$ cat src/request_header_tokenizer_macros.svh
// Assertion macros used by the tokenizer top level.
`ifndef REQUEST_HEADER_TOKENIZER_MACROS_SVH
`define REQUEST_HEADER_TOKENIZER_MACROS_SVH

// Same-cycle implication, disabled during reset.
`define RHT_ASSERT_IMP(label, clk, rst, ante, cons) \
  label: assert property (@(posedge clk) disable iff (rst) (ante) |-> (cons)) \
    else $error("rht check failed");

// Next-cycle implication, disabled during reset.
`define RHT_ASSERT_NEXT(label, clk, rst, ante, cons) \
  label: assert property (@(posedge clk) disable iff (rst) (ante) |=> (cons)) \
    else $error("rht check failed");

`endif

$ cat src/rht_pkg.sv
// ----------------------------------------------------------------------------
// rht_pkg
// Types, codes and limits shared by the request header tokenizer.
// ----------------------------------------------------------------------------
`timescale 1ns / 1ps

package rht_pkg;

  localparam int VALUE_CAP = 1024;
  localparam int NAME_CAP  = 128;
  localparam int LEN_W     = 11;
  localparam int NAME_W    = 8;

  localparam logic [LEN_W-1:0]  VALUE_CAP_L = LEN_W'(VALUE_CAP);
  localparam logic [NAME_W-1:0] NAME_CAP_L  = NAME_W'(NAME_CAP);

  localparam logic [7:0] CHAR_COLON = 8'h3A;
  localparam logic [7:0] CHAR_CR    = 8'h0D;
  localparam logic [7:0] CHAR_LF    = 8'h0A;
  localparam logic [7:0] CHAR_TAB   = 8'h09;
  localparam logic [7:0] CHAR_SP    = 8'h20;

  typedef enum logic [2:0] {
    EV_METHOD_BYTE = 3'd0,
    EV_METHOD_END  = 3'd1,
    EV_NAME_BYTE   = 3'd2,
    EV_VALUE_BYTE  = 3'd3,
    EV_FIELD_END   = 3'd4,
    EV_HEADERS_END = 3'd5
  } event_kind_t;

  typedef enum logic [9:0] {
    ST_START      = 10'b00_0000_0001,
    ST_METHOD     = 10'b00_0000_0010,
    ST_METHOD_GAP = 10'b00_0000_0100,
    ST_URL        = 10'b00_0000_1000,
    ST_URL_GAP    = 10'b00_0001_0000,
    ST_SKIP       = 10'b00_0010_0000,
    ST_LINE       = 10'b00_0100_0000,
    ST_NAME       = 10'b00_1000_0000,
    ST_NAME_GAP   = 10'b01_0000_0000,
    ST_VALUE      = 10'b10_0000_0000
  } parse_state_t;

  typedef struct packed {
    logic       valid;
    logic [7:0] data;
  } stage_t;

  typedef struct packed {
    event_kind_t       kind;
    logic [7:0]        token_byte;
    logic [LEN_W-1:0]  token_length;
    logic [NAME_W-1:0] name_count;
  } token_t;

  function automatic logic is_ws(logic [7:0] b);
    return (b == CHAR_SP) || ((b >= CHAR_TAB) && (b <= CHAR_CR));
  endfunction

endpackage

$ cat src/rht_channels.sv
// ----------------------------------------------------------------------------
// rht_channels
// Valid/ready channels for the byte stream and the token stream.
// ----------------------------------------------------------------------------
`timescale 1ns / 1ps

interface rht_byte_if;
  import rht_pkg::*;
  logic       valid;
  logic       ready;
  logic [7:0] data_byte;

  modport source (output valid, output data_byte, input ready);
  modport sink (input valid, input data_byte, output ready);
endinterface

interface rht_token_if;
  import rht_pkg::*;
  logic              valid;
  logic              ready;
  event_kind_t       event_kind;
  logic [7:0]        token_byte;
  logic [LEN_W-1:0]  token_length;
  logic [NAME_W-1:0] name_count;

  modport source (output valid, output event_kind, output token_byte,
                  output token_length, output name_count, input ready);
  modport sink (input valid, input event_kind, input token_byte,
                input token_length, input name_count, output ready);
endinterface

$ cat src/rht_input_reg.sv
// ----------------------------------------------------------------------------
// rht_input_reg
// Input register for the byte stream; holds one beat until the parser
// consumes it.
// ----------------------------------------------------------------------------
`timescale 1ns / 1ps

module rht_input_reg (
  input  logic           clk,
  input  logic           rst,
  rht_byte_if.sink       bytes,
  input  logic           advance,
  output rht_pkg::stage_t stage
);
  import rht_pkg::*;

  assign bytes.ready = !stage.valid || advance;

  always_ff @(posedge clk) begin
    if (rst) begin
      stage.valid <= 1'b0;
    end else if (bytes.ready) begin
      stage.valid <= bytes.valid;
    end
    if (bytes.valid && bytes.ready) begin
      stage.data <= bytes.data_byte;
    end
  end

endmodule

$ cat src/rht_parser.sv
// ----------------------------------------------------------------------------
// rht_parser
// Parse state and length counters; turns one byte into at most one token.
// ----------------------------------------------------------------------------
`timescale 1ns / 1ps

module rht_parser (
  input  logic                clk,
  input  logic                rst,
  input  logic                advance,
  input  logic [7:0]          data_byte,
  output logic                ev_valid,
  output rht_pkg::token_t     ev
);
  import rht_pkg::*;

  parse_state_t      state, state_next;
  logic [NAME_W-1:0] name_len, name_len_next;
  logic [LEN_W-1:0]  value_len, value_len_next;
  logic [LEN_W-1:0]  trimmed_len, trimmed_len_next;

  logic              ws, is_lf;
  logic              do_method, do_name, do_value;
  logic              clear_all, clear_value;
  logic [NAME_W-1:0] nlen_base;
  logic [LEN_W-1:0]  vlen_base, tlen_base, vlen_inc;

  assign ws    = is_ws(data_byte);
  assign is_lf = (data_byte == CHAR_LF);

  always_comb begin
    state_next  = state;
    do_method   = 1'b0;
    do_name     = 1'b0;
    do_value    = 1'b0;
    clear_all   = 1'b0;
    clear_value = 1'b0;
    ev_valid    = 1'b0;
    ev          = '0;

    case (state)
      ST_START: begin
        if (!ws) begin
          clear_all  = 1'b1;
          state_next = ST_METHOD;
          do_method  = 1'b1;
        end
      end
      ST_METHOD: begin
        do_method = 1'b1;
      end
      ST_METHOD_GAP: begin
        if (is_lf) state_next = ST_LINE;
        else if (!ws) state_next = ST_URL;
      end
      ST_URL: begin
        if (is_lf) state_next = ST_LINE;
        else if (ws) state_next = ST_URL_GAP;
      end
      ST_URL_GAP: begin
        if (is_lf) state_next = ST_LINE;
        else if (!ws) state_next = ST_SKIP;
      end
      ST_SKIP: begin
        if (is_lf) state_next = ST_LINE;
      end
      ST_LINE: begin
        if (data_byte == CHAR_CR) begin
          state_next = ST_LINE;
        end else if (is_lf) begin
          state_next = ST_START;
          ev_valid   = 1'b1;
          ev.kind    = EV_HEADERS_END;
        end else begin
          clear_all  = 1'b1;
          state_next = ST_NAME;
          do_name    = 1'b1;
        end
      end
      ST_NAME: begin
        do_name = 1'b1;
      end
      ST_NAME_GAP: begin
        if (is_lf || !ws) begin
          clear_value = 1'b1;
          state_next  = ST_VALUE;
          do_value    = 1'b1;
        end
      end
      ST_VALUE: begin
        do_value = 1'b1;
      end
      default: begin
        state_next = ST_START;
      end
    endcase

    nlen_base = clear_all ? '0 : name_len;
    vlen_base = (clear_all || clear_value) ? '0 : value_len;
    tlen_base = (clear_all || clear_value) ? '0 : trimmed_len;
    vlen_inc  = vlen_base + LEN_W'(1);

    name_len_next    = nlen_base;
    value_len_next   = vlen_base;
    trimmed_len_next = tlen_base;

    if (do_method) begin
      if (ws) begin
        value_len_next  = '0;
        state_next      = is_lf ? ST_LINE : ST_METHOD_GAP;
        ev_valid        = 1'b1;
        ev.kind         = EV_METHOD_END;
        ev.token_length = vlen_base;
      end else if (vlen_base < VALUE_CAP_L) begin
        value_len_next = vlen_inc;
        ev_valid       = 1'b1;
        ev.kind        = EV_METHOD_BYTE;
        ev.token_byte  = data_byte;
      end
    end

    if (do_name) begin
      if (data_byte == CHAR_COLON) begin
        state_next = ST_NAME_GAP;
      end else if (is_lf) begin
        state_next = ST_LINE;
      end else if (nlen_base < NAME_CAP_L) begin
        name_len_next = nlen_base + NAME_W'(1);
        ev_valid      = 1'b1;
        ev.kind       = EV_NAME_BYTE;
        ev.token_byte = data_byte;
      end
    end

    if (do_value) begin
      if (is_lf) begin
        state_next      = ST_LINE;
        ev_valid        = 1'b1;
        ev.kind         = EV_FIELD_END;
        ev.token_length = tlen_base;
        ev.name_count   = nlen_base;
      end else if (vlen_base < VALUE_CAP_L) begin
        value_len_next = vlen_inc;
        if (!ws) trimmed_len_next = vlen_inc;
        ev_valid      = 1'b1;
        ev.kind       = EV_VALUE_BYTE;
        ev.token_byte = data_byte;
      end
    end
  end

  always_ff @(posedge clk) begin
    if (rst) begin
      state       <= ST_START;
      name_len    <= '0;
      value_len   <= '0;
      trimmed_len <= '0;
    end else if (advance) begin
      state       <= state_next;
      name_len    <= name_len_next;
      value_len   <= value_len_next;
      trimmed_len <= trimmed_len_next;
    end
  end

endmodule

$ cat src/request_header_tokenizer.sv
// ----------------------------------------------------------------------------
// request_header_tokenizer
// Each byte passes the input register, then the parse step into the result register.
// Throughput: one byte per cycle unless the token output stalls; the single parse step sets the rate.
// Bytes that raise no token leave nothing on the output.
// Reset (synchronous): parser returns to start with all counts zero.
// ----------------------------------------------------------------------------
`timescale 1ns / 1ps
`include "request_header_tokenizer_macros.svh"

module request_header_tokenizer (
  input  logic         clk,
  input  logic         rst,
  rht_byte_if.sink     bytes,
  rht_token_if.source  tokens
);
  import rht_pkg::*;

  stage_t stage;
  logic   out_free;
  logic   advance;
  logic   ev_valid;
  token_t ev;

  assign out_free = !tokens.valid || tokens.ready;
  assign advance  = stage.valid && out_free;

  rht_input_reg u_input_reg (
    .clk     (clk),
    .rst     (rst),
    .bytes   (bytes),
    .advance (advance),
    .stage   (stage)
  );

  rht_parser u_parser (
    .clk       (clk),
    .rst       (rst),
    .advance   (advance),
    .data_byte (stage.data),
    .ev_valid  (ev_valid),
    .ev        (ev)
  );

  // load a token beat when the parser consumes a byte that raises a token
  always_ff @(posedge clk) begin
    if (rst) begin
      tokens.valid <= 1'b0;
    end else if (out_free) begin
      tokens.valid <= advance && ev_valid;
    end
  end

  always_ff @(posedge clk) begin
    if (advance && ev_valid) begin
      tokens.event_kind   <= ev.kind;
      tokens.token_byte   <= ev.token_byte;
      tokens.token_length <= ev.token_length;
      tokens.name_count   <= ev.name_count;
    end
  end

  `RHT_ASSERT_IMP(a_end_no_byte, clk, rst, tokens.valid && (tokens.event_kind == EV_METHOD_END || tokens.event_kind == EV_FIELD_END || tokens.event_kind == EV_HEADERS_END), tokens.token_byte == 8'd0)
  `RHT_ASSERT_IMP(a_byte_no_len, clk, rst, tokens.valid && (tokens.event_kind == EV_METHOD_BYTE || tokens.event_kind == EV_NAME_BYTE || tokens.event_kind == EV_VALUE_BYTE), tokens.token_length == '0 && tokens.name_count == '0)
  `RHT_ASSERT_NEXT(a_stage_hold, clk, rst, stage.valid && !advance, stage.valid && $stable(stage.data))
  `RHT_ASSERT_NEXT(a_stage_load, clk, rst, bytes.valid && bytes.ready, stage.valid)

endmodule

$ cat src/flat_wrapper.sv
// flat-port wrapper written by rule: the top's interface ports become plain ports
module request_header_tokenizer_flat import rht_pkg::*;
  (clk, rst, bytes_valid, bytes_data_byte, bytes_ready, tokens_valid, tokens_event_kind, tokens_token_byte, tokens_token_length, tokens_name_count, tokens_ready);
  rht_byte_if bytes_i ();
  rht_token_if tokens_i ();
  input  logic clk;
  input  logic rst;
  input wire logic [$bits(bytes_i.valid)-1:0] bytes_valid;
  input wire logic [$bits(bytes_i.data_byte)-1:0] bytes_data_byte;
  output wire logic [$bits(bytes_i.ready)-1:0] bytes_ready;
  output wire logic [$bits(tokens_i.valid)-1:0] tokens_valid;
  output wire logic [$bits(tokens_i.event_kind)-1:0] tokens_event_kind;
  output wire logic [$bits(tokens_i.token_byte)-1:0] tokens_token_byte;
  output wire logic [$bits(tokens_i.token_length)-1:0] tokens_token_length;
  output wire logic [$bits(tokens_i.name_count)-1:0] tokens_name_count;
  input wire logic [$bits(tokens_i.ready)-1:0] tokens_ready;
  assign bytes_i.valid = bytes_valid;
  assign bytes_i.data_byte = bytes_data_byte;
  assign bytes_ready = bytes_i.ready;
  assign tokens_valid = tokens_i.valid;
  assign tokens_event_kind = tokens_i.event_kind;
  assign tokens_token_byte = tokens_i.token_byte;
  assign tokens_token_length = tokens_i.token_length;
  assign tokens_name_count = tokens_i.name_count;
  assign tokens_i.ready = tokens_ready;
  request_header_tokenizer u_core (.clk(clk), .rst(rst), .bytes(bytes_i), .tokens(tokens_i));
endmodule
$ cat config.mk
export PLATFORM = sky130hd
export DESIGN_NAME = request_header_tokenizer_flat
export DESIGN_NICKNAME = d
export VERILOG_FILES = /design/src/rht_pkg.sv /design/src/rht_channels.sv /design/src/rht_input_reg.sv /design/src/rht_parser.sv /design/src/request_header_tokenizer.sv /design/src/flat_wrapper.sv
export VERILOG_INCLUDE_DIRS = /design/src /design/src/src
export SDC_FILE = /design/constraint.sdc
export NUM_CORES = 1
export LEC_CHECK = 0
export BUFFER_PORTS_ARGS = -buffer_cell sky130_fd_sc_hd__buf_2
export CORE_MARGIN = 5
export CORE_UTILIZATION = 45
export CTS_CLUSTER_DIAMETER = 80
export CTS_CLUSTER_SIZE = 14
export DETAILED_ROUTE_END_ITERATION = 8
export PLACE_DENSITY_LB_ADDON = 0.3
export SLEW_MARGIN = 5
export SYNTH_ARGS = -nofsm -noshare
export SYNTH_HDL_FRONTEND = slang
export SYNTH_SLANG_ARGS = --single-unit
$ cat constraint.sdc
create_clock -name clk -period 4.6 [get_ports clk]
set_clock_uncertainty 0.15 [all_clocks]
set_input_delay 0.69 -clock clk [delete_from_list [all_inputs] [get_ports clk]]
set_output_delay 0.69 -clock clk [all_outputs]
set_load 0.1 [all_outputs]
# Word level (Yosys, flattened, before mapping)
# Index checks and enable logic that the tools add are counted.
# totals
ff_bits	80
input_bits	12
output_inout_bits	32
elab_cells	121
# classes
add_sub_neg	2
n_lt_le_gt_ge	4
eq_ne	14
mux	76
n_reduce_logical	14
# op_table
operator	n
11-bit 2-to-1 mux	19
10-bit 2-to-1 mux	16
10-bit one-hot mux with 8 select lines	1
8-bit 2-to-1 mux	9
30-bit 2-to-1 mux	1
22-bit 2-to-1 mux	1
19-bit 2-to-1 mux	1
1-bit 2-to-1 mux	18
8-bit by 4-bit equality test with 1-bit output, second input constant	2
8-bit by 6-bit equality test with 1-bit output, second input constant	2
3-bit 2-to-1 mux	5
11-bit by 1-bit adder with 11-bit output, second input constant	1
11-bit < comparator, second input constant	1
10-bit by 1-bit equality test with 1-bit output, second input constant	1
10-bit equality test, second input constant	1
10-bit by 2-bit equality test with 1-bit output, second input constant	1
10-bit by 3-bit equality test with 1-bit output, second input constant	1
10-bit by 4-bit equality test with 1-bit output, second input constant	1
10-bit by 5-bit equality test with 1-bit output, second input constant	1
10-bit by 6-bit equality test with 1-bit output, second input constant	1
10-bit by 7-bit equality test with 1-bit output, second input constant	1
10-bit by 8-bit equality test with 1-bit output, second input constant	1
10-bit by 9-bit equality test with 1-bit output, second input constant	1
8-bit by 1-bit adder with 8-bit output, second input constant	1
10 further kinds	22

# Depth between registers and ports, before layout
# Gate-level depths: netlist of run 1.
# logic_depth
ltp_word	21
depth_mapped	20

# Hierarchy
# Synthesis of run 1 repeated with hierarchy kept, for this count alone.
# unflattened
hier_cells	427
hier_area_um2	4239.1
# modules_own_cells
mod	n_inst	cells_per_inst	area_each_um2
rht_parser	1	378	2971.6
request_header_tokenizer	1	36	972.2
rht_input_reg	1	13	295.3

# Worst setup path after synthesis of run 1
# Ideal clock, no wire load.
# synth_path
path_kind	reg-to-reg
from	register u_core.u_parser.state[2]
to	register u_core.tokens.event_kind[0], enable pin
t_arrival_ps	3722
required_time_ps	4023
setup_slack_ps	301
stages_incl_launch_ff	9
n_path_buf	2
path_cell_list	dfxtp_1 -> buf_6 -> or4_4 -> buf_6 -> nor4b_4 -> a21boi_2 -> a32oi_4 -> o22ai_1 -> a21oi_1
# synth_between
elab_chain_len	16
word_cells_on_any_way	28
# synth_lines
element	line	rtl
from (decl)	rht_parser.sv:17	parse_state_t state, state_next;
from (signal assigned)	rht_parser.sv:159	state <= state_next;
10-bit by 7-bit equality test with 1-bit output, or another cell as far along	rht_parser.sv:41	case (state)
1-bit one-hot mux with 2 select lines or 1-bit 2-to-1 mux (tied branches)	rht_parser.sv:41	
1-bit logical OR	rht_parser.sv:99	vlen_base = (clear_all || clear_value) ? '0 : value_len;
11-bit 2-to-1 mux	rht_parser.sv:99	
11-bit < comparator	rht_parser.sv:114, rht_parser.sv:142	
1-bit 2-to-1 mux	rht_parser.sv:114	end else if (vlen_base < VALUE_CAP_L) begin
1-bit 2-to-1 mux	rht_parser.sv:108	if (ws) begin
1-bit 2-to-1 mux	rht_parser.sv:107	if (do_method) begin
1-bit 2-to-1 mux	rht_parser.sv:127	end else if (nlen_base < NAME_CAP_L) begin
1-bit 2-to-1 mux	rht_parser.sv:125	end else if (is_lf) begin
1-bit 2-to-1 mux	rht_parser.sv:123	if (data_byte == CHAR_COLON) begin
1-bit 2-to-1 mux	rht_parser.sv:122	if (do_name) begin
1-bit 2-to-1 mux	rht_parser.sv:142	end else if (vlen_base < VALUE_CAP_L) begin
1-bit 2-to-1 mux	rht_parser.sv:136	if (is_lf) begin
1-bit 2-to-1 mux *	rht_parser.sv:135	if (do_value) begin
1-bit logical AND *	request_header_tokenizer.sv:55	if (advance && ev_valid) begin
to (signal assigned)	request_header_tokenizer.sv:56	tokens.event_kind <= ev.kind;
to (decl)	rht_channels.sv:26	modport source (output valid, output event_kind, output token_byte,
# Mark *: on every way between the ends. The rest lies on a longest branch, timed or not.
# A chain may end at the register's enable or synchronous reset.

# Final worst setup path of run 1
# layout_path
from	register u_core.u_input_reg.stage[4] (netlist name)
to	register u_core.u_parser.value_len[10]
# layout_between
elab_chain_len	16
word_cells_on_any_way	27
# layout_lines
element	line	rtl
8-bit by 4-bit >= comparator with 1-bit output or 8-bit by 4-bit less-or-equal comparator with 1-bit output (tied branches)	rht_pkg.sv:58	return (b == CHAR_SP) || ((b >= CHAR_TAB) && (b <= CHAR_CR));
1-bit logical AND	rht_pkg.sv:58	
1-bit logical OR	rht_pkg.sv:58	
1-bit zero test	-	
1-bit logical OR	rht_parser.sv:84	if (is_lf || !ws) begin
1-bit 2-to-1 mux	rht_parser.sv:84	
1-bit 2-to-1 mux	rht_parser.sv:41	
1-bit logical OR	rht_parser.sv:99	
11-bit 2-to-1 mux	rht_parser.sv:99	
11-bit by 1-bit adder with 11-bit output or 11-bit < comparator (tied branches)	rht_parser.sv:101, rht_parser.sv:114, rht_parser.sv:142	
11-bit 2-to-1 mux	rht_parser.sv:114	
11-bit 2-to-1 mux	rht_parser.sv:108	
11-bit 2-to-1 mux	rht_parser.sv:107	
11-bit 2-to-1 mux	rht_parser.sv:142	
11-bit 2-to-1 mux	rht_parser.sv:136	
11-bit 2-to-1 mux *	rht_parser.sv:135	
to (signal assigned)	rht_parser.sv:161	value_len <= value_len_next;
to (decl)	rht_parser.sv:19	logic [LEN_W-1:0] value_len, value_len_next;
# Marks and branches as above.

==> impl_results.md, run 1 <==
* Slew Limit Headroom at 45.40%
* Setup TNS at 0 ps
* Post CTS Setup Buffer Count at 0
* Syn nets at 512
* Syn. warnings at 0
* Wire per inst at 18.71 um
* Worst slew pin tran at 819.0 ps
* Register area at 1982 um2
* Fin. Hold Viols at 0
* Ys flop type: dfxtp_1
* CTS H-tree depth at 3
* Detailed Place HPWL at 8.954 mm
* CTS max path bufs at 2
* CTS tree: done
* Clock sinks at 80
* Detailed-route DRC error count at 0
* CTS clk-pin slew, worst paths at 90 ps
* Die height at 111.8 um
* Pint at 1118 uW
* Fin crit share at 89.75%
* Worst-skew pair later-pin latency at 370 ps
* Setup crit end kind: register
* Initial Utilization at 45.55%
* Switching share of power at 33.93%
* Iter 0 DRT Violations at 270
* EDFF count, synth at 38
* Crit path DAT at 4200 ps
* Logic pwr share at 22.5%
* Initial antenna violation count at 0
* Fmax at 242.2 MHz
* Die area at 12490 um2
* Synthesized cell area at 4661 um2
* CORE AREA at 10230 um2
* Post-CTS resize count at 0
* RSZ-0062 raised after global routing: no
* Vias per cell at 6.213
* Part of the power in registers at 47.5%
* Clock period minus worst slack at 4129 ps
* Layout net count at 541
* Share of cells above drive strength 1 at 18.08%
* Final Max Tran Viols at 0
* # diodes at 0
* Routability cong. at 0.9401
* WS Path Type: reg -> reg
* Pwr/cell area at 327.7 nW/um2
* Maxcap violations at 0
* Asr flop ratio synth at 0%
* Flops & latches, synth at 80
* Worst-path fanout max at 8
* Unique masters post-synth at 78
* Drt first pass iters at 5
* Outcome: finished clean
* Final core occ at 50.47%
* Peak VDD IR at 134.5 uV
* Clk pwr share at 30.0%
* Pleak at 0.001750 uW
* DR vias at 4144
* Post-route ant nets at 0
* Worst Setup Start Kind: register
* Num CTS Buffers at 9
* Req. time, crit path at 4670 ps
* Layout area overhead at 10.79%
* Input/output buffers at 43
* Largest net degree at the start of global routing at 31
* Width of the chip at 111.8 um
* Io pins at 44
* Worst hold path class: reg -> reg
* Rows at 37
* Seq/Total Area, Yosys at 42.52%
* Final WL at 12.48 mm
* Total grt overflow at 0
* Vias in the first global route at 4011
* Mean Syn Cell Area at 9.378 um2
* Final setup fails at 0
* Multi-input gate area at 2480 um2
* Hold_buf cts at 0
* Fillers at 982
* Cell count after synthesis at 497
* Root buffer cell: clkbuf_8
* All-layer global routing usage at 20.13%
* First-pass GRT wire length at 20.36 mm
* P_sw at 574.1 uW
-- power groups by stage --
stage	clock network, uW	logic [uW]	registers (uW)
floorplan	0	184	933
global placement	0	375	818
detailed placement	0	377	820
CTS	519	378	803
global route	552	405	808
finish	508	381	803
-- through the flow --
step	worst slack, ps	cells	power [uW]	cell area [um2]	hold slack, ps
floorplan	301.0	497	1117	4661	282.7
global placement	684.0	651	1193	4975	297.2
detailed placement	550.5	651	1197	4975	299.0
CTS	527.1	667	1700	5164	322.1
global route	303.7	667	1765	5164	334.1
finish	471.3	667	1692	5164	325.2
-- Yosys cell counts (all sizes together) (7+ instances only) --
master	number	area, um2
nor2	46	180.2
a31oi	14	108.9
edfxtp	38	1141
a22oi	14	105.1
nand3	19	95.09
clkbuf	25	93.84
o211ai	10	75.07
nor3	16	90.09
buf	13	91.33
dfxtp	42	840.8
and3	11	68.82
a21oi	26	130.1
nand2	30	120.1
inv	8	30.03
or3	7	48.80
nor2b	8	50.05
and2	23	143.9
nor4	8	50.05
xnor2	9	78.83
o21ai	21	105.1
o2bb2ai	10	87.58
nand4	7	58.81
-- cell type report --
cell class / count / share of cell area (%)
Inverter: 8 / 0.5815
Multi-Input combinational cell: 371 / 48.03
Tap cell: 136 / 3.295
Clock buffer: 11 / 2.544
Sequential cell: 80 / 38.38
Timing Repair Buffer: 56 / 6.058
Clock inverter: 5 / 1.115
-- cells by family after synthesis --
group                    synth area share (%)
multiplexers                           0.2148
AND/OR/NAND/NOR                         25.13
buffers and inverters                   4.617
AO/OA/AOI/OAI                           24.64
XOR/XNOR                                2.067
adder cells (fa/ha/maj)                0.8055
flip-flops                              42.52
-- metal layers --
metal  routed length [um]  vias to the layer above  track usage (%)
met4                  574                        0            12.49
li1                     -                     1967                -
met1                 5212                     1968            25.42
met3                  759                       45            3.533
met2                 5936                      164            31.93
met5                    0                        -                0
-- path summary, 6_finish.rpt --
path | endpoint | cells after the start | from | slack, ps
max | u_core.u_parser.value_len[10]$_SDFFE_PP0P_ | 14 | u_core.u_input_reg.stage[4]$_DFFE_PP_ | 470
min | u_core.u_parser.trimmed_len[5]$_SDFFE_PP0P_ | 1 | u_core.u_parser.trimmed_len[5]$_SDFFE_PP0P_ | 330
max reg2reg | u_core.u_parser.value_len[10]$_SDFFE_PP0P_ | 14 | u_core.u_input_reg.stage[4]$_DFFE_PP_ | 470
min reg2reg | u_core.u_parser.trimmed_len[5]$_SDFFE_PP0P_ | 1 | u_core.u_parser.trimmed_len[5]$_SDFFE_PP0P_ | 330
-- cells in the final DEF, fill, tap and decap left out, types with 4 or more instances in the layout --
| cell | n |
|---|---|
| a21oi_1 | 25 |
| a22o_1 | 6 |
| a22oi_1 | 14 |
| a31oi_1 | 12 |
| a41oi_1 | 5 |
| and2_1 | 23 |
| and3_1 | 11 |
| buf_2 | 43 |
| buf_4 | 13 |
| clkbuf_8 | 9 |
| dfxtp_1 | 42 |
| edfxtp_1 | 38 |
| inv_1 | 8 |
| nand2_1 | 29 |
| nand2b_1 | 6 |
| nand3_1 | 19 |
| nand4_1 | 6 |
| nor2_1 | 45 |
| nor2b_1 | 8 |
| nor3_1 | 14 |
| nor4_1 | 8 |
| o2111ai_1 | 4 |
| o211ai_1 | 10 |
| o21ai_0 | 17 |
| o21ai_1 | 4 |
| o2bb2ai_1 | 10 |
| o31ai_1 | 6 |
| or3_1 | 6 |
| or4_1 | 4 |
| xnor2_1 | 9 |
-- worst max-delay path, cell delays in order (launching register included) --
cell	delay [ps]
edfxtp_1	490
or3_1	430
or4b_1	600
and2_1	260
o22a_2	290
nor2_4	110
nand2_1	70
inv_1	80
ha_1	210
and3_1	250
and3_1	270
nand4_1	130
ha_1	320
a211oi_1	210
a21oi_1	90
-- sequential cells by signal, summed over array words and instances, names as in the netlist --
register / count
u_core.tokens.event_kind: 3
u_core.tokens.name_count: 8
u_core.tokens.token_byte: 8
u_core.tokens.token_length: 11
u_core.tokens.valid: 1
u_core.u_input_reg.stage: 9
u_core.u_parser.name_len: 8
u_core.u_parser.state: 10
u_core.u_parser.trimmed_len: 11
u_core.u_parser.value_len: 11
Note: power is estimated with default switching activity, not from simulation.
==> run 2: changes to the inputs <==
Settings changed: BUFFER_PORTS_ARGS -buffer_cell sky130_fd_sc_hd__buf_2 to not set, DONT_BUFFER_PORTS set to 1.
==> run 2 against run 1 <==
Effect of this change: final cell count fell by 6.0%; core utilization fell by 1.4 points; combinational power is 37% lower; critical path depth stayed put; largest cell class unchanged; highest routed layer unchanged.
==> impl_results.md, run 2 (synthesis results as in run 1) <==
* Final setup fails at 0 (unchanged)
* Worst hold path class: in -> reg
* Maxcap violations at 0 (unchanged)
* Iter 0 DRT Violations at 332 (+23%)
* Post CTS Setup Buffer Count at 0 (unchanged)
* Crit path DAT at 4160 ps (-40 ps)
* CTS H-tree depth at 3 (unchanged)
* Drt first pass iters at 5 (unchanged)
* Fillers at 961 (-2.1%)
* Io pins at 44 (unchanged)
* Final WL at 12.59 mm (+0.90%)
* Detailed Place HPWL at 8.910 mm (-0.49%)
* All-layer global routing usage at 20.84% (+0.70 points)
* CTS max path bufs at 2 (unchanged)
* Worst slew pin tran at 925.3 ps (+106.3 ps)
* Input/output buffers at 0 (-100%)
* Share of cells above drive strength 1 at 11.61% (-6.5 points)
* Outcome: finished clean
* Pleak at 0.001636 uW (-6.5%)
* Rows at 37 (unchanged)
* Width of the chip at 111.8 um (unchanged)
* Post-route ant nets at 0 (unchanged)
* WS Path Type: reg -> reg
* Most frequent cells in the layout: nor2_1 (45), dfxtp_1 (42), edfxtp_1 (38), nand2_1 (29), a21oi_1 (25)
* Worst Setup Start Kind: register
* CP delay by family, top: simple AND/OR/NAND/NOR gates
* Routability cong. at 0.9677 (+2.9%)
* Detailed-route DRC error count at 0 (unchanged)
* Final core occ at 49.09% (-1.4 points)
* HP Start: rst
* Largest net degree at the start of global routing at 28 (-9.7%)
* Vias in the first global route at 3994 (-0.42%)
* DR vias at 4041 (-2.5%)
* Initial Utilization at 45.55% (unchanged)
* Fin. Hold Viols at 0 (unchanged)
* Pwr/cell area at 350.2 nW/um2 (+6.9%)
* Hold_buf cts at 0 (unchanged)
* Buffers & Inverters on Critical Path at 1 (unchanged)
* CP max stage cell: or4b_1
* Setup TNS at 0 ps (unchanged)
* Peak VDD IR at 164.0 uV (+22%)
* CTS tree: done
* Die height at 111.8 um (unchanged)
* First-pass GRT wire length at 21.11 mm (+3.7%)
* Worst-path fanout max at 8 (unchanged)
* Layout area overhead at 7.758%
* Slew Limit Headroom at 38.16% (-7.2 points)
* Clock period minus worst slack at 4093 ps (-35.44 ps)
* Clock sinks at 80 (unchanged)
* Root buffer cell: clkbuf_8
* Die area at 12490 um2 (unchanged)
* Vias per cell at 6.445 (+3.7%)
* Largest registers: u_core.tokens.token_length x11, u_core.u_parser.trimmed_len x11, u_core.u_parser.value_len x11
* Fin crit share at 88.98% (-0.77 points)
* Setup crit end kind: register
* RSZ-0062 raised after global routing: no
* Post-CTS resize count at 0 (unchanged)
* CTS clk-pin slew, worst paths at 90 ps (about the same)
* Wire per inst at 20.09 um (+7.3%)
* Fmax at 244.3 MHz (+0.87%)
* Final Max Tran Viols at 0 (unchanged)
* CORE AREA at 10230 um2 (unchanged)
* Slowest cell delay on critical path at 590 ps (about the same)
* Commonest non-fill, non-tap cell in the layout: nor2_1
* # diodes at 0 (unchanged)
* Crit path cell chain: or3_1, or4b_1, and2_1, o22a_2, nor2_4, nand2_1, inv_1, ha_1, and3_1, and3_1, nand4_1, ha_1, a211oi_1, a21oi_1
* Initial antenna violation count at 0 (unchanged)
* Total grt overflow at 0 (unchanged)
* Req. time, crit path at 4660 ps (about the same)
* Crit Reg-Reg Startpoint: u_core.u_input_reg.stage[4]$_DFFE_PP_
* CP startpoint: u_core.u_input_reg.stage[4]$_DFFE_PP_
* Hold slack at 243.1 ps (-82.08 ps)
* Worst-skew pair later-pin latency at 360 ps (about the same)
* Layout net count at 501 (-7.4%)
* Num CTS Buffers at 9 (unchanged)
-- run 2: cell count changes in the layout (fill, tap and decap cells not counted) --
cell and delta:
buf_12 +1, clkinv_2 -1, clkinv_4 +1, clkbuf_8 +1, clkinvlp_4 -3, bufinv_16 +1
inv_6 +2, buf_4 +2, clkbuf_1 -2, clkinv_1 +1, buf_2 -43
-- run 2: cell type report --
cell class / instances / area, um2 / share of cell area [%]
Multi-Input combinational cell: 371 / 2480 / 49.38
Clock inverter: 6 / 90.09 / 1.794
Sequential cell: 80 / 1982 / 39.46
Clock buffer: 10 / 137.6 / 2.740
Inverter: 8 / 30.03 / 0.5979
Tap cell: 136 / 170.2 / 3.388
Timing Repair Buffer: 16 / 132.6 / 2.641
-- run 2: through the flow --
| stage | total power [uW] | instances | area (um2) | worst slack (ps) |
|---|---|---|---|---|
| 6_report | 1759 | 627 | 5022 | 506.7 |
| 3_5_place_dp | 1180 | 611 | 4795 | 537.9 |
| 3_3_place_gp | 1178 | 611 | 4795 | 673.3 |
| 4_1_cts | 1767 | 627 | 5022 | 528.6 |
| 5_1_grt | 1833 | 627 | 5022 | 194.9 |
| 2_1_floorplan | 1117 | 497 | 4661 | 301.0 |
-- run 2: worst reg2reg max path, cell delays in order (launching register included) --
cell      delay (ps)
edfxtp_1         490
or3_1            440
or4b_1           590
and2_1           260
o22a_2           280
nor2_4           110
nand2_1           70
inv_1             80
ha_1             200
and3_1           240
and3_1           270
nand4_1          130
ha_1             330
a211oi_1         200
a21oi_1           90
-- run 2: metal layers --
metal | part of all wire (%) | global-route usage (%) | routed length, um
met5 | 0 | 0 | 0
met4 | 3.7 | 9.408 | 467
met1 | 43 | 26.29 | 5354
met3 | 5.6 | 3.967 | 705
met2 | 48 | 34.57 | 6066
-- run 2: worst paths after layout --
path	end	slack, ps	cells after the start
setup reg to reg	u_core.u_parser.value_len[10]$_SDFFE_PP0P_	510	14
hold reg to reg	u_core.u_parser.trimmed_len[8]$_SDFFE_PP0P_	320	1
hold / removal	u_core.u_parser.value_len[7]$_SDFFE_PP0P_	240	1
setup / recovery	u_core.u_parser.value_len[10]$_SDFFE_PP0P_	510	14
-- run 2: where the power goes --
| part | internal [uW] | switching (uW) | total (uW) |
|---|---|---|---|
| Sequential | 779 | 148 | 927 |
| Combinational | 80.7 | 160 | 241 |
| Clock | 324 | 268 | 591 |
| Total | 1180 | 576 | 1760 |
==> run 3: changes to the inputs <==
Settings changed: CORE_ASPECT_RATIO set to 1.2, MAX_ROUTING_LAYER set to met4.
==> run 3 against run 2 <==
Effect of this change: setup slack worse by 28 ps; maximum frequency is 0.69% lower; critical path depth stayed put; core utilization is 1.4 points higher; final area is 1.2% higher; sequential cell count stayed put; clock power is 36% higher; largest cell class unchanged; highest routed layer unchanged.
==> impl_results.md, run 3 (synthesis results as in run 1) <==
* Outcome: finished clean
* Post-CTS resize count at 0 (unchanged)
* P_sw at 588.4 uW (+2.2%)
* R2r setup slk at 480 ps (-30 ps)
* Rows at 40 (+8.1%)
* Worst hold path class: in -> reg
* WS Path Type: reg -> reg
* CTS tree: done
* Multi-input gate area at 2480 um2 (unchanged)
* Clock period minus worst slack at 4122 ps (+28.33 ps)
* Hold_buf cts at 0 (unchanged)
* Fin. Hold Viols at 0 (unchanged)
* Post CTS Setup Buffer Count at 0 (unchanged)
* Width of the chip at 102.9 um (-7.9%)
* CP max stage cell: or4b_1
* Iter 0 DRT Violations at 233 (-30%)
* Setup crit end kind: register
* Io pins at 44 (unchanged)
* Final WL at 12.79 mm (+1.5%)
* Final Max Tran Viols at 0 (unchanged)
* Fmax at 242.6 MHz (-0.69%)
* Initial Utilization at 46.33% (+0.78 points)
* Req. time, crit path at 4640 ps (-20 ps)
* RR Endpoint: u_core.u_parser.value_len[10]$_SDFFE_PP0P_
* Part of the power in registers at 47.2% (-5.5 points)
* Routability cong. at 0.9820 (+1.5%)
* Largest registers: u_core.tokens.token_length x11, u_core.u_parser.trimmed_len x11, u_core.u_parser.value_len x11
* Crit path DAT at 4160 ps (about the same)
* # diodes at 0 (unchanged)
* Switching share of power at 29.86% (-2.9 points)
* CTS H-tree depth at 3 (unchanged)
* Wire per inst at 20.82 um (+3.7%)
* Crit path cell chain: or3_1, or4b_1, and2_1, o22a_2, nor2_4, nand2_1, inv_1, ha_1, and3_1, and3_1, nand4_1, ha_1, a211oi_1, a21oi_1
* Worst slew pin tran at 956.9 ps (+31.53 ps)
* Vias in the first global route at 3881 (-2.8%)
* Fin cells at 614 (-2.1%)
* Slew Limit Headroom at 36.21% (-2.0 points)
* Peak VDD IR at 170.7 uV (+4.1%)
* Pint at 1382 uW (+17%)
* CP startpoint: u_core.u_input_reg.stage[4]$_DFFE_PP_
* Fin crit share at 89.60% (+0.62 points)
* Pwr/cell area at 387.7 nW/um2 (+11%)
* Commonest non-fill, non-tap cell in the layout: nor2_1
* DR vias at 3985 (-1.4%)
* RSZ-0062 raised after global routing: no
* Setup TNS at 0 ps (unchanged)
* Highest Signal Layer: met4
* Worst Setup Start Kind: register
* Total power at 1970 uW (+12%)
* Metal3 WL at 440 um (-38%)
* Total grt overflow at 0 (unchanged)
* Most frequent cells in the layout: nor2_1 (45), dfxtp_1 (42), edfxtp_1 (38), nand2_1 (29), a21oi_1 (25)
* Initial antenna violation count at 0 (unchanged)
* Detailed-route DRC error count at 0 (unchanged)
* Vias per cell at 6.490 (+0.70%)
* Die area at 12500 um2 (about the same)
* Layout area overhead at 9.047%
* Worst-skew pair later-pin latency at 340 ps (-20 ps)
* Crit Reg-Reg Startpoint: u_core.u_input_reg.stage[4]$_DFFE_PP_
* Worst-path fanout max at 8 (unchanged)
* Largest net degree at the start of global routing at 31 (+11%)
* Reg2Reg Depth at 14 (unchanged)
* HP Start: rst
* Pleak at 0.001665 uW (+1.8%)
* CTS clk-pin slew, worst paths at 60 ps (-30 ps)
* Share of cells above drive strength 1 at 10.66% (-0.95 points)
* First-pass GRT wire length at 20.60 mm (-2.4%)
* CORE AREA at 10060 um2 (-1.7%)
* Placed cell count at 598 (-2.1%)
* Fillers at 908 (-5.5%)
* Drt first pass iters at 5 (unchanged)
* Num CTS Buffers at 9 (unchanged)
* Die height at 121.5 um (+8.7%)
* Slowest cell delay on critical path at 590 ps (about the same)
* Root buffer cell: clkbuf_16
* Detailed Place HPWL at 9.255 mm (+3.9%)
* Met2 wire length at 6.629 mm (+9.3%)
* Met1 WL at 5.322 mm (-0.60%)
* Maxcap violations at 0 (unchanged)
* Logic pwr share at 11.9% (-1.8 points)
* Register area at 1982 um2 (unchanged)
* Post-route ant nets at 0 (unchanged)
* Layout net count at 498 (-0.60%)
* Input/output buffers at 0 (unchanged)
* CTS max path bufs at 2 (unchanged)
* Clk pwr share at 40.9% (+7.3 points)
* Clock sinks at 80 (unchanged)
* All-layer global routing usage at 21.82% (+0.98 points)
* CP endpoint: u_core.u_parser.value_len[10]$_SDFFE_PP0P_
* Final setup fails at 0 (unchanged)
[run 3: worst min-delay path by stage]
stage                                                  endpoint  slack, ps  cells after the start
detailed placement  u_core.u_parser.trimmed_len[6]$_SDFFE_PP0P_        310                      1
global route           u_core.u_parser.name_len[4]$_SDFFE_PP0P_        250                      1
finish                 u_core.u_parser.name_len[4]$_SDFFE_PP0P_        270                      1
global placement    u_core.u_parser.trimmed_len[5]$_SDFFE_PP0P_        300                      1
floorplan           u_core.u_parser.trimmed_len[3]$_SDFFE_PP0P_        280                      1
CTS                   u_core.u_parser.value_len[7]$_SDFFE_PP0P_        250                      1
[run 3: cell type report]
type	instances	area share [%]
inverter	8	0.5908
clock inverter	7	2.166
tap	126	3.102
timing repair buffer	13	1.920
sequential	80	39.00
clock buffer	9	4.431
multi-input combinational	371	48.79
[run 3: metrics by stage]
stage	setup slack [ps]	util [%]	cell area, um2	hold slack [ps]
floorplan	301.0	-	4661	282.7
global placement	595.6	47.19	4747	298.3
detailed placement	492.4	47.19	4747	305.3
CTS	477.6	50.52	5082	250.1
global route	193.8	50.52	5082	254.7
finish	478.4	50.52	5082	265.4
[run 3: worst max-delay path: cells and delay by family, from the launching register on]
family / cells / cell delay, ps
adder cells (fa/ha/maj): 2 / 510
AO/OA/AOI/OAI: 3 / 600
flip-flops: 1 / 480
buffers and inverters: 1 / 70
AND/OR/NAND/NOR: 8 / 2170
[run 3: power groups by stage]
stage	clock (uW)	sequential (uW)	combinational (uW)
finish	806	930	235
global route	846	934	254
CTS	817	930	234
detailed placement	0	945	232
global placement	0	944	231
floorplan	0	933	184
[run 3: layer usage]
| metal | vias up | global-route usage (%) |
|---|---|---|
| met5 | - | - |
| met4 | 0 | 9.798 |
| met3 | 30 | 4.198 |
| met2 | 99 | 36.20 |
| met1 | 1973 | 25.29 |
| li1 | 1883 | - |
